[src/sv/bdc_pkg.sv]
// Package for the byte deque with cursor: sizes, command and status codes.
`default_nettype none
package bdc_pkg;
    localparam int CAPACITY = 64;
    localparam int IDX_W    = (CAPACITY > 1) ? $clog2(CAPACITY) : 1;
    localparam int CNT_W    = IDX_W + 1;
    localparam int BYTE_W   = 8;
    localparam int CMD_W    = 4;
    localparam int ST_W     = 2;

    typedef enum logic [CMD_W-1:0] {
        CMD_PUSH_REAR   = 4'd0,
        CMD_POP_FRONT   = 4'd1,
        CMD_POP_REAR    = 4'd2,
        CMD_PEEK_FRONT  = 4'd3,
        CMD_PEEK_REAR   = 4'd4,
        CMD_CURSOR_NEXT = 4'd5,
        CMD_CURSOR_PREV = 4'd6,
        CMD_CURSOR_FRONT = 4'd7,
        CMD_CURSOR_REAR = 4'd8
    } t_cmd;

    typedef enum logic [ST_W-1:0] {
        ST_OK    = 2'd0,
        ST_FULL  = 2'd1,
        ST_EMPTY = 2'd2,
        ST_END   = 2'd3
    } t_status;
endpackage
`default_nettype wire

[src/sv/bdc_ram.sv]
// Generic single-write, single-read RAM with registered, enabled read.
`default_nettype none
module bdc_ram #(
    parameter int WIDTH = 8,
    parameter int DEPTH = 64
) (
    input  wire logic                             i_clk,
    input  wire logic                             i_we,
    input  wire logic [$clog2(DEPTH > 1 ? DEPTH : 2)-1:0] i_waddr,
    input  wire logic [WIDTH-1:0]                 i_wdata,
    input  wire logic                             i_re,
    input  wire logic [$clog2(DEPTH > 1 ? DEPTH : 2)-1:0] i_raddr,
    output logic      [WIDTH-1:0]                 o_rdata
);
    logic [WIDTH-1:0] r_mem [DEPTH];

    always_ff @(posedge i_clk) begin
        if (i_we) begin
            r_mem[i_waddr] <= i_wdata;
        end
        if (i_re) begin
            o_rdata <= r_mem[i_raddr];
        end
    end
endmodule
`default_nettype wire

[src/sv/byte_deque_with_cursor_top.sv]
// Byte deque with browsing cursor: ring storage in one RAM, index registers, output register.
//
//  channel  | valid       | ready       | payload
//  ---------+-------------+-------------+----------------------------
//  input    | i_in_valid  | o_in_ready  | i_command, i_push_byte
//  output   | o_out_valid | i_out_ready | o_read_byte, o_status
//
// One item per cycle sustained while the output side takes results; the RAM read port is used at most once per item.
// o_out_valid rises once the item has passed the RAM read into stage one (at the accepting
// edge) and then moved into the output register; a stalled result there can hold it back.
// An item may be accepted while a finished result waits; input stalls only when both
// the read stage and the output register are full.
// Synchronous reset clears the indices and valid flags; the RAM needs no clearing pass.
`default_nettype none
module byte_deque_with_cursor_top (
    input  wire logic        i_clk,
    input  wire logic        i_rst_n,
    input  wire logic        i_in_valid,
    output logic             o_in_ready,
    input  wire logic [3:0]  i_command,
    input  wire logic [7:0]  i_push_byte,
    output logic             o_out_valid,
    input  wire logic        i_out_ready,
    output logic [7:0]       o_read_byte,
    output logic [1:0]       o_status
);
    localparam int IDX_W = bdc_pkg::IDX_W;
    localparam int CNT_W = bdc_pkg::CNT_W;

    logic [IDX_W-1:0] r_front, n_front;
    logic [CNT_W-1:0] r_count, n_count;
    logic [IDX_W-1:0] r_cursor, n_cursor;

    logic              r_s1_valid;
    logic              r_s1_use, n_s1_use;
    bdc_pkg::t_status  r_s1_status, n_s1_status;

    logic              r_out_valid;
    logic [7:0]        r_out_byte;
    bdc_pkg::t_status  r_out_status;

    logic              in_fire, s1_move;
    logic              ram_we, ram_re;
    logic [IDX_W-1:0]  off_sel, addr;
    logic [CNT_W-1:0]  pos_sum, cnt_dec, cnt_dec2, cur_inc;
    logic [IDX_W-1:0]  front_inc;
    logic [7:0]        ram_rdata;
    logic              empty, full;

    assign s1_move    = r_s1_valid && (!r_out_valid || i_out_ready);
    assign o_in_ready = !r_s1_valid || s1_move;
    assign in_fire    = i_in_valid && o_in_ready;

    assign empty     = (r_count == '0);
    assign full      = (r_count == CNT_W'(bdc_pkg::CAPACITY));
    assign cnt_dec   = r_count - CNT_W'(1);
    assign cnt_dec2  = r_count - CNT_W'(2);
    assign cur_inc   = {1'b0, r_cursor} + CNT_W'(1);
    assign front_inc = (r_front == IDX_W'(bdc_pkg::CAPACITY - 1)) ? '0 : r_front + IDX_W'(1);

    always_comb begin
        pos_sum = {1'b0, r_front} + {1'b0, off_sel};
        if (pos_sum >= CNT_W'(bdc_pkg::CAPACITY)) begin
            pos_sum = pos_sum - CNT_W'(bdc_pkg::CAPACITY);
        end
        addr = pos_sum[IDX_W-1:0];
    end

    always_comb begin
        n_front     = r_front;
        n_count     = r_count;
        n_cursor    = r_cursor;
        n_s1_use    = 1'b0;
        n_s1_status = bdc_pkg::ST_OK;
        ram_we      = 1'b0;
        ram_re      = 1'b0;
        off_sel     = '0;
        if (in_fire) begin
            unique case (i_command)
                bdc_pkg::CMD_PUSH_REAR: begin
                    off_sel = r_count[IDX_W-1:0];
                    if (full) begin
                        n_s1_status = bdc_pkg::ST_FULL;
                    end else begin
                        ram_we  = 1'b1;
                        n_count = r_count + CNT_W'(1);
                        if (empty) begin
                            n_cursor = '0;
                        end
                    end
                end
                bdc_pkg::CMD_POP_FRONT: begin
                    if (empty) begin
                        n_s1_status = bdc_pkg::ST_EMPTY;
                    end else begin
                        ram_re   = 1'b1;
                        n_s1_use = 1'b1;
                        n_front  = front_inc;
                        n_count  = cnt_dec;
                        if (r_cursor != '0) begin
                            n_cursor = r_cursor - IDX_W'(1);
                        end
                        if (cnt_dec == '0) begin
                            n_cursor = '0;
                        end
                    end
                end
                bdc_pkg::CMD_POP_REAR: begin
                    off_sel = cnt_dec[IDX_W-1:0];
                    if (empty) begin
                        n_s1_status = bdc_pkg::ST_EMPTY;
                    end else begin
                        ram_re   = 1'b1;
                        n_s1_use = 1'b1;
                        n_count  = cnt_dec;
                        if (cnt_dec == '0) begin
                            n_cursor = '0;
                        end else if ({1'b0, r_cursor} >= cnt_dec) begin
                            n_cursor = cnt_dec2[IDX_W-1:0];
                        end
                    end
                end
                bdc_pkg::CMD_PEEK_FRONT, bdc_pkg::CMD_PEEK_REAR: begin
                    off_sel = (i_command == bdc_pkg::CMD_PEEK_FRONT) ? '0 : cnt_dec[IDX_W-1:0];
                    if (empty) begin
                        n_s1_status = bdc_pkg::ST_EMPTY;
                    end else begin
                        ram_re   = 1'b1;
                        n_s1_use = 1'b1;
                    end
                end
                bdc_pkg::CMD_CURSOR_NEXT, bdc_pkg::CMD_CURSOR_PREV,
                bdc_pkg::CMD_CURSOR_FRONT, bdc_pkg::CMD_CURSOR_REAR: begin
                    if (empty) begin
                        n_cursor    = '0;
                        n_s1_status = bdc_pkg::ST_EMPTY;
                    end else if (i_command == bdc_pkg::CMD_CURSOR_NEXT) begin
                        off_sel = cur_inc[IDX_W-1:0];
                        if (cur_inc < r_count) begin
                            n_cursor = cur_inc[IDX_W-1:0];
                            ram_re   = 1'b1;
                            n_s1_use = 1'b1;
                        end else begin
                            n_s1_status = bdc_pkg::ST_END;
                        end
                    end else if (i_command == bdc_pkg::CMD_CURSOR_PREV) begin
                        off_sel = r_cursor - IDX_W'(1);
                        if (r_cursor != '0) begin
                            n_cursor = r_cursor - IDX_W'(1);
                            ram_re   = 1'b1;
                            n_s1_use = 1'b1;
                        end else begin
                            n_s1_status = bdc_pkg::ST_END;
                        end
                    end else if (i_command == bdc_pkg::CMD_CURSOR_FRONT) begin
                        n_cursor = '0;
                    end else begin
                        n_cursor = cnt_dec[IDX_W-1:0];
                    end
                end
                default: begin
                end
            endcase
        end
    end

    bdc_ram #(
        .WIDTH (bdc_pkg::BYTE_W),
        .DEPTH (bdc_pkg::CAPACITY)
    ) u_ring (
        .i_clk   (i_clk),
        .i_we    (ram_we),
        .i_waddr (addr),
        .i_wdata (i_push_byte),
        .i_re    (ram_re),
        .i_raddr (addr),
        .o_rdata (ram_rdata)
    );

    always_ff @(posedge i_clk) begin
        if (!i_rst_n) begin
            r_front     <= '0;
            r_count     <= '0;
            r_cursor    <= '0;
            r_s1_valid  <= 1'b0;
            r_out_valid <= 1'b0;
        end else begin
            r_front  <= n_front;
            r_count  <= n_count;
            r_cursor <= n_cursor;
            if (in_fire) begin
                r_s1_valid <= 1'b1;
            end else if (s1_move) begin
                r_s1_valid <= 1'b0;
            end
            if (s1_move) begin
                r_out_valid <= 1'b1;
            end else if (i_out_ready) begin
                r_out_valid <= 1'b0;
            end
        end
    end

    always_ff @(posedge i_clk) begin
        if (in_fire) begin
            r_s1_use    <= n_s1_use;
            r_s1_status <= n_s1_status;
        end
        if (s1_move) begin
            r_out_byte   <= r_s1_use ? ram_rdata : 8'd0;
            r_out_status <= r_s1_status;
        end
    end

    assign o_out_valid = r_out_valid;
    assign o_read_byte = r_out_byte;
    assign o_status    = r_out_status;
endmodule
`default_nettype wire

[config.mk]
export PLATFORM = sky130hd
export DESIGN_NAME = byte_deque_with_cursor_top
export DESIGN_NICKNAME = d
export VERILOG_FILES = /design/src/sv/bdc_pkg.sv /design/src/sv/bdc_ram.sv /design/src/sv/byte_deque_with_cursor_top.sv
export SDC_FILE = /design/constraint.sdc
export NUM_CORES = 1
export LEC_CHECK = 0
export BUFFER_PORTS_ARGS = -buffer_cell sky130_fd_sc_hd__buf_4
export CORE_UTILIZATION = 30
export CTS_BUF_LIST = sky130_fd_sc_hd__clkbuf_2 sky130_fd_sc_hd__clkbuf_4 sky130_fd_sc_hd__clkbuf_8
export CTS_CLUSTER_DIAMETER = 100
export DETAILED_ROUTE_END_ITERATION = 7
export PLACE_DENSITY = 0.44
export SYNTH_ARGS = -nofsm -noshare
export SYNTH_HDL_FRONTEND = slang
export SYNTH_SLANG_ARGS = --single-unit
export TNS_END_PERCENT = 50
[constraint.sdc]
create_clock -name i_clk -period 6.2 [get_ports i_clk]
set_input_delay 1.24 -clock i_clk [delete_from_list [all_inputs] [get_ports i_clk]]
set_output_delay 1.24 -clock i_clk [all_outputs]
set_load 0.02 [all_outputs]
==> flow_results.org, run 1 <==
** STA
- In this run the tightest slew margin relative to its limit is 29.3%.
- Clk_skew :: 59.8 ps
- In the finished design, the share of the clock period the worst path needs comes to about nine tenths.
- Slew Viols, Final :: 0
- Setup TNS :: 0 ps
- Final critical path time including I/O delays and setup :: 5620 ps
- Setup repair after global routing left no endpoint under its margin.
- Number of hold-slack violations in the final timing report :: 0
- Maximum achievable frequency :: 178 MHz
- Setup violations remaining at the end of the flow were counted as 0.
- At the pin with the least slew margin, the transition time is 1060 ps.

** Layout
- Fill count :: 7574
- P&R area growth vs syn :: 16.9%
- Excluding fillers, the count of instances in the completed layout stands at between 2000 and 3000.
- The post-route netlist has a little under a fifth of its cells at a drive strength greater than 1.
- Leading cell type in the layout, fill and taps excluded :: edfxtp_1
- Total Nets Final :: 1865
- End-of-flow core utilization :: 35.6%
- The library cells used most frequently in the layout, excluding fill and tap cells, are edfxtp_1, nand2_1, buf_4, nor2_1, clkbuf_8.

** Routing
- Post-route ant nets :: 0
- Via count :: about 15000
- Post-Route WL :: 74000 um
- First DRT Iteration DRCs :: 1524
- Drt first pass iters :: 6
- Post-route DRC :: 0
- Dividing the detail-routed wire length by the instance count gives 25.2 um.
- Ratio of routed vias to standard cells :: 5.19

** Run status
- The run finished with clean final reports.

** Yosys
- Proportion of synthesized flip-flops having asynchronous set or reset :: 0%
- In this run, synthesis inferred 533 flip-flops with an integrated enable.
- Share of the synthesized area in the top cell type :: 67.5%
- In this run, synthesis produced a sequential element count of 554.
- Combinational family with the most area after synthesis :: compound AO/OA/AOI/OAI gates
- Number of standard cells after synthesis :: about 1700
- Average cell area after synthesis :: ~14 um^2
- Synth warn :: 0
- Fraction of the yosys area taken by sequential cells :: 69.3%
- Post-synthesis share of cell area spent on xor and xnor gates :: 1.33%
- The synthesized netlist devotes 1.56% of its cell area to adder and majority cells.
- The synthesized netlist devotes 9.15% of its cell area to simple gates.
- Most area-consuming cells after synthesis :: edfxtp_1, mux2i_1, nand2_1
- Counting every net in the synthesized netlist gives ~1700.
- Among all flip-flop cells after synthesis, the most frequent one is edfxtp_1.
- Share of the synthesized area in compound gates (AO/OA/AOI/OAI) :: 10.2%
- Summing every instance area after synthesis gives around 24000 um^2.
- The biggest area contributor in the post-synthesis netlist is edfxtp_1.
- Multiplexer cells account for 6.27% of the synthesized area.
- Number of distinct library cell variants in the gate-level netlist after synthesis :: 81

** Clock tree
- In this run, CTS created clock tree buffers numbering 95.
- The later pin in the worst-skew pair is clocked with a latency of 730 ps.
- H-tree level count :: 3
- Clock tree synthesis found a total of 554 sinks.
- No sink is reached through more buffers than the 3 on the longest clock path.
- The number of gates resized after CTS was 0.
- Post-CTS repair timing setup buffer count :: 0
- The root buffer cell chosen for the clock tree is clkbuf_8.
- TritonCTS built the clock tree.
- Clock-pin slew of the registers on the worst-case setup and hold paths :: roughly 60 ps
- In this run, post-CTS hold repair placed 0 buffers.

** Die
- Initial cell density of the core :: 30.4%
- In this run the vertical extent of the chip is between 200 and 300 um.
- Core Area :: 77800 um^2
- The die covers 80100 um^2.
- 28 I/O pins were placed.
- Std cell rows :: 102
- The die is 283 um wide.

** Place
- In this run the tool buffered the top-level ports with 27 buffer cells.
- Routability-driven placement finished with a final weighted congestion of 0.885.
- In this run, placement finished with an instance count of roughly 2800.
- Placed wire-length estimate :: 47100 um

** GRT
- Global routing finished with a remaining overflow of 0.
- All-layer global routing usage :: 18.3%
- The first global-routing pass estimated 109000 um of wire.
- Pin count of the biggest net entering global routing :: 68
- Number of global-route vias before repair :: between 15000 and 20000
- The initial antenna violation count came to 4.

** Critical path
- Capturing element type of the critical path :: flop
- The worst setup path is launched from a flop.
- At the worst endpoint, the required time is between 6000 and 7000 ps.
- The setup path with the least slack is of type reg2reg.
- In this run the worst path has a maximum fanout of 49.
- For the worst setup path, the data arrival time is 6100 ps.

** Power
- Maximum resistive drop on vdd :: about 0.14 mV
- For this design the static power due to leakage is 8.92 nW.
- In this run the power density over the cells is between 200 and 300 nW/um^2.

** Hold path
- Class of the most critical hold timing path :: reg2reg

** Run
- Max-cap violations in this run came to 0.
==> report_power, final <==
part	total [W]	switching [W]	internal, W	leakage [nW]
combinational	0.000440	0.000300	0.000140	3.01
sequential	0.00413	0.0000139	0.00411	4.97
clock	0.00316	0.00156	0.00160	0.938
total	0.00773	0.00187	0.00585	8.92
==> synth_stat cells (all sizes together), types with 13 or more instances <==
master and n:
xnor2 24, edfxtp 533, buf 38, a21oi 83, mux4 24, a211oi 16, nand2 161, inv 22
a31oi 21, ha 28, mux2i 72, clkbuf 67, nor3 21, a22oi 16, o21ai 45, mux2 20
nor2 124, a221oi 36, dfxtp 21, and3 13, nand3b 15, and2 13, o22ai 20, nand3 59
==> final cells by class <==
cell class                      count  area (um^2)  area share (%)
Antenna cell                        1         2.50         0.00904
Clock buffer                      119         1490            5.37
Clock inverter                     51          288            1.04
Inverter                           22         82.6           0.298
Multi-Input combinational cell    992         6830            24.7
Sequential cell                   554        16400            59.3
Tap cell                         1040         1300            4.70
Timing Repair Buffer              155         1280            4.61
==> kinds of logic (layout without fill, tap and decap cells) <==
group           after synthesis  count (layout)
simple gates                465             465
xor+xnor                     35              35
other cells                   0               1
mux                         116             116
compound gates              347             347
buf+inv                     127             347
fa+ha+maj                    29              29
flops                       554             554
==> registers in the layout, summed over array words and instances (netlist names) <==
register	cells
r_cursor	6
u_ring.r_mem	512
u_ring.o_rdata	8
o_status	2
o_read_byte	8
r_s1_valid	1
r_s1_use	1
r_count	7
r_s1_status	2
o_out_valid	1
r_front	6
==> critical path, stage by stage (launching register included) <==
cell and delay [ps]:
dfxtp_1 390, inv_1 280, ha_1 330, nor2b_1 240, nand2_1 190, a221oi_1 400, nor2_1 130, ha_4 200
fa_4 1040, buf_12 320, mux2_2 380, nand3_1 70, o21ai_0 100, a2111oi_0 710, a211oi_1 110, a31oi_1 320
a21oi_1 120
==> worst paths after layout <==
| path | startpoint | to | slack [ps] | depth (start not counted) |
|---|---|---|---|---|
| worst max-delay path | r_count[1] | u_ring.o_rdata[0] | 580 | 16 |
| worst min-delay path | r_s1_status[0] | o_status[0] | 430 | 0 |
| worst max register to register | r_count[1] | u_ring.o_rdata[0] | 580 | 16 |
| worst min register to register | r_s1_status[0] | o_status[0] | 430 | 0 |
==> per-stage QoR <==
| step | total power [W] | instance area, um^2 | hold WS (ps) | setup WS, ps |
|---|---|---|---|---|
| floorplan | 0.00442 | 23700 | 400 | 1020 |
| global placement | 0.00465 | 25900 | 412 | 223 |
| detailed placement | 0.00465 | 25900 | 422 | 174 |
| CTS | 0.00782 | 27700 | 432 | 563 |
| global route | 0.00801 | 27700 | 440 | 378 |
| finish | 0.00773 | 27700 | 425 | 578 |
==> metal layers <==
| layer | vias up | share of wire [%] | track usage (%) |
|---|---|---|---|
| li1 | 6854 | - | - |
| met1 | 7852 | 46 | 25.8 |
| met2 | 463 | 47 | 29.1 |
| met3 | 73 | 5.4 | 3.33 |
| met4 | 0 | 1.4 | 4.34 |
| met5 | - | 0 | 0 |
(Power assumes the default switching activity.)
==> run 2: changes to the inputs <==
--- a/config.mk
+++ b/config.mk
@@ -6,11 +6,13 @@
 export NUM_CORES = 1
 export LEC_CHECK = 0
 export BUFFER_PORTS_ARGS = -buffer_cell sky130_fd_sc_hd__buf_4
-export CORE_UTILIZATION = 30
+export CORE_UTILIZATION = 36
 export CTS_BUF_LIST = sky130_fd_sc_hd__clkbuf_2 sky130_fd_sc_hd__clkbuf_4 sky130_fd_sc_hd__clkbuf_8
 export CTS_CLUSTER_DIAMETER = 100
+export CTS_CLUSTER_SIZE = 10
 export DETAILED_ROUTE_END_ITERATION = 7
-export PLACE_DENSITY = 0.44
+export PLACE_DENSITY = 0.5
+export REMOVE_ABC_BUFFERS = 1
 export SYNTH_ARGS = -nofsm -noshare
 export SYNTH_HDL_FRONTEND = slang
 export SYNTH_SLANG_ARGS = --single-unit
==> run 2 against run 1 <==
  * Setup slack worse by 4.0 ps
  * Sequential share of layout area grew 2.1 points
  * Critical path depth shrank 3
  * Via count about the same
  * Clock skew is 25 ps lower
  * Cell area down 3.4%
  * Die area is 17% lower
  * Register-to-register slack barely moved
  * Critical path type unchanged
==> flow_results.org, run 2 (same netlist as run 1, synthesis figures left out) <==
** Run status
- Run status :: finished, final reports clean (unchanged)

** Critical path
- The startpoint kind of the worst setup timing path is a flop (unchanged).
- The delay of the slowest cell on the worst path came to 940 ps (was 1040 ps).
- The largest fanout on the critical path is 36 (was 49).
- Critical path class :: reg2reg (unchanged)
- The kind of cell with the highest combined delay on the critical path is simple AND/OR/NAND/NOR gates (was compound AO/OA/AOI/OAI gates).
- Slowest cell on crit path :: fa_4 (unchanged)
- Arrival time of data at the critical path endpoint :: 6000 ps (was 6100 ps)
- List of cells traversed by the critical path: inv_1, ha_1, nor2b_1, nand2_1, a221oi_1, nor2_1, ha_4, fa_4, buf_12, and2_1, nand3_1, nor2_1, buf_4 (was inv_1, ha_1, nor2b_1, nand2_1, a221oi_1, nor2_1, ha_4, fa_4, buf_12, mux2_2, nand3_1, o21ai_0, a2111oi_0, a211oi_1, a31oi_1, a21oi_1).
- The endpoint kind of the worst setup timing path is a flop (unchanged).
- The required time of the worst setup path is 6580 ps (was 6680 ps).
- In this design, the critical path's most frequently occurring cell is nor2_1.
- Crit path buf inv count :: 3 (was 2)

** STA
- Crit share post-route :: 90.7% (about the same)
- Setup TNS :: 0 ps (unchanged)
- Slew at the pin closest to its max-slew limit :: 1170 ps (was 1060 ps)
- Worst path setup slack after routing :: 574 ps (was 578 ps)
- The number of max-slew violations in the final report is 0 (unchanged).
- Number of hold-slack violations in the final timing report :: 0 (unchanged)
- The setup violation total in the final timing report came to 0 (unchanged).
- Maximum achievable frequency :: 178 MHz (about the same)
- The clock tree skew after final layout came to 34.5 ps (was 59.8 ps).
- The clock period minus worst slack is 5630 ps (was 5620 ps).
- Remaining max-slew budget at the tightest pin :: 21.9% (was 29.3%)
- Setup repair after global routing missed its margin :: false (unchanged)

** Layout
- Total Nets Final :: 1850 (was 1865)
- The flip-flop count of the largest register after layout came to 512 (unchanged).
- Total inserted antenna cells :: 0 (was 1)
- The largest register by flop count was u_ring.r_mem (unchanged).
- Filler-free cell count of the finished design :: 2671 (was 2934)
- The relative area change from synthesis to final layout was 12.9% (was 16.9%).
- Top library cells by usage in the layout, fill and taps aside: edfxtp_1, buf_4, nand2_1, nor2_1, a21oi_1 (was edfxtp_1, nand2_1, buf_4, nor2_1, clkbuf_8).
- The proportion of layout cells with a drive suffix above 1 is 17.4% (was 19.1%).
- The most common cell after layout, fill and taps aside is edfxtp_1 (unchanged).

** Power
- The leakage dissipation was 8.58 nW (was 8.92 nW).
- Power Dens Cells :: 252 nW/um^2 (was 279 nW/um^2)
- The largest vdd supply drop came to 0.142 mV (was 0.144 mV).

** GRT
- Initial antenna violation count :: 2 (was 4)
- The global route total overflow was 0 (unchanged).
- The aggregate global-route resource usage was 21.7% (was 18.3%).
- The first-pass GRT wire length was 106000 um (was 109000 um).
- Number of global-route vias before repair :: 15000 (was 15400)
- The maximum number of pins on one net before global-route repair is 65 (was 68).

** Die
- The initial core utilization is 36.6% (was 30.4%).
- Core Area :: 64700 um^2 (was 77800 um^2)
- The die footprint came to 66900 um^2 (was 80100 um^2).
- The standard-cell row count is 93 (was 102).
- The number of top-level design ports was 28 (unchanged).
- The die boundary width is 259 um (was 283 um).
- Chip height :: 259 um (was 283 um)

** Clock tree
- Clock latency at the later pin of the worst-skew pair :: 700 ps (was 730 ps)
- Clock-pin slew of the registers on the worst-case setup and hold paths :: 80 ps (was 60 ps)
- Quantity of hold-fixing buffers added after cts :: 0 (unchanged)
- Root Buffer :: clkbuf_8 (unchanged)
- The number of buffers inserted to repair setup after CTS is 0 (unchanged).
- H-tree level count :: 2 (was 3)
- The total CTS buffers came to 61 (was 95).
- The maximum number of buffers from clock root to sink was 3 (unchanged).
- Number of gates resized after cts :: 0 (unchanged)
- TritonCTS clock tree :: done (unchanged)
- Clk sinks :: 554 (unchanged)

** Routing
- Drt first pass iters :: 5 (was 6)
- The post-detailed-routing wire length was 72400 um (was 74000 um).
- The average wire per standard cell was 27.1 um (was 25.2 um).
- The post-detailed-route via-to-cell ratio is 5.70 (was 5.19).
- Post-route ant nets :: 0 (unchanged)
- The total via count in the routed design is 15200 (about the same).
- The remaining routing DRC violations was 0 (unchanged).
- The detailed router's first-iteration violation count came to 1539 (was 1524).

** Place
- The detailed-placement wirelength estimate is 46600 um (was 47100 um).
- The worst slack at placement is 249 ps (was 174 ps).
- The final weighted congestion in routability-driven placement is 0.886 (was 0.885).
- The total instance count after detailed placement came to 2597 (was 2763).
- Number of port buffers :: 27 (unchanged)

** Run
- The number of max-capacitance violations reported came to 0 (unchanged).

** Hold path
- The kind of path behind the tightest hold check was reg2reg (unchanged).
==> run 2: path summary, 6_finish.rpt <==
check	start	endpoint	slack (ps)	depth (start not counted)
min reg2reg	r_s1_status[0]	o_status[0]	410	0
min	r_s1_status[0]	o_status[0]	410	0
max reg2reg	r_count[1]	u_ring.r_mem[35][1]	570	13
max	r_count[1]	u_ring.r_mem[35][1]	570	13
==> run 2: area by class of cell <==
class | instances | area (um^2)
Inverter | 22 | 82.6
Multi-Input combinational cell | 992 | 6830
Timing Repair Buffer | 174 | 1410
Clock buffer | 70 | 907
Clock inverter | 4 | 35.0
Tap cell | 855 | 1070
Fill cell | 6043 | 37900
Sequential cell | 554 | 16400
==> run 2: power by group <==
| part | switching (W) | internal [W] | total, W |
|---|---|---|---|
| Combinational | 0.000298 | 0.000139 | 0.000437 |
| Clock | 0.00125 | 0.000941 | 0.00219 |
| Sequential | 0.0000161 | 0.00411 | 0.00412 |
==> run 2: per-layer routing <==
layer  track usage (%)  up-vias  part of all wire, %
li1                  -     6750                    -
met1              31.1     7866                   45
met2              34.9      535                   47
met3              2.86       81                  6.0
met4              5.11        0                  1.8
met5                 0        -                    0
==> run 2: metrics by stage <==
stage | power, W | utilization, % | area (um^2) | hold slack (ps)
detailed placement | 0.00464 | 39.9 | 25800 | 416
finish | 0.00675 | 41.4 | 26800 | 415
global route | 0.00697 | 41.4 | 26800 | 441
floorplan | 0.00442 | - | 23300 | 400
CTS | 0.00683 | 41.4 | 26800 | 434
global placement | 0.00464 | 39.9 | 25800 | 417
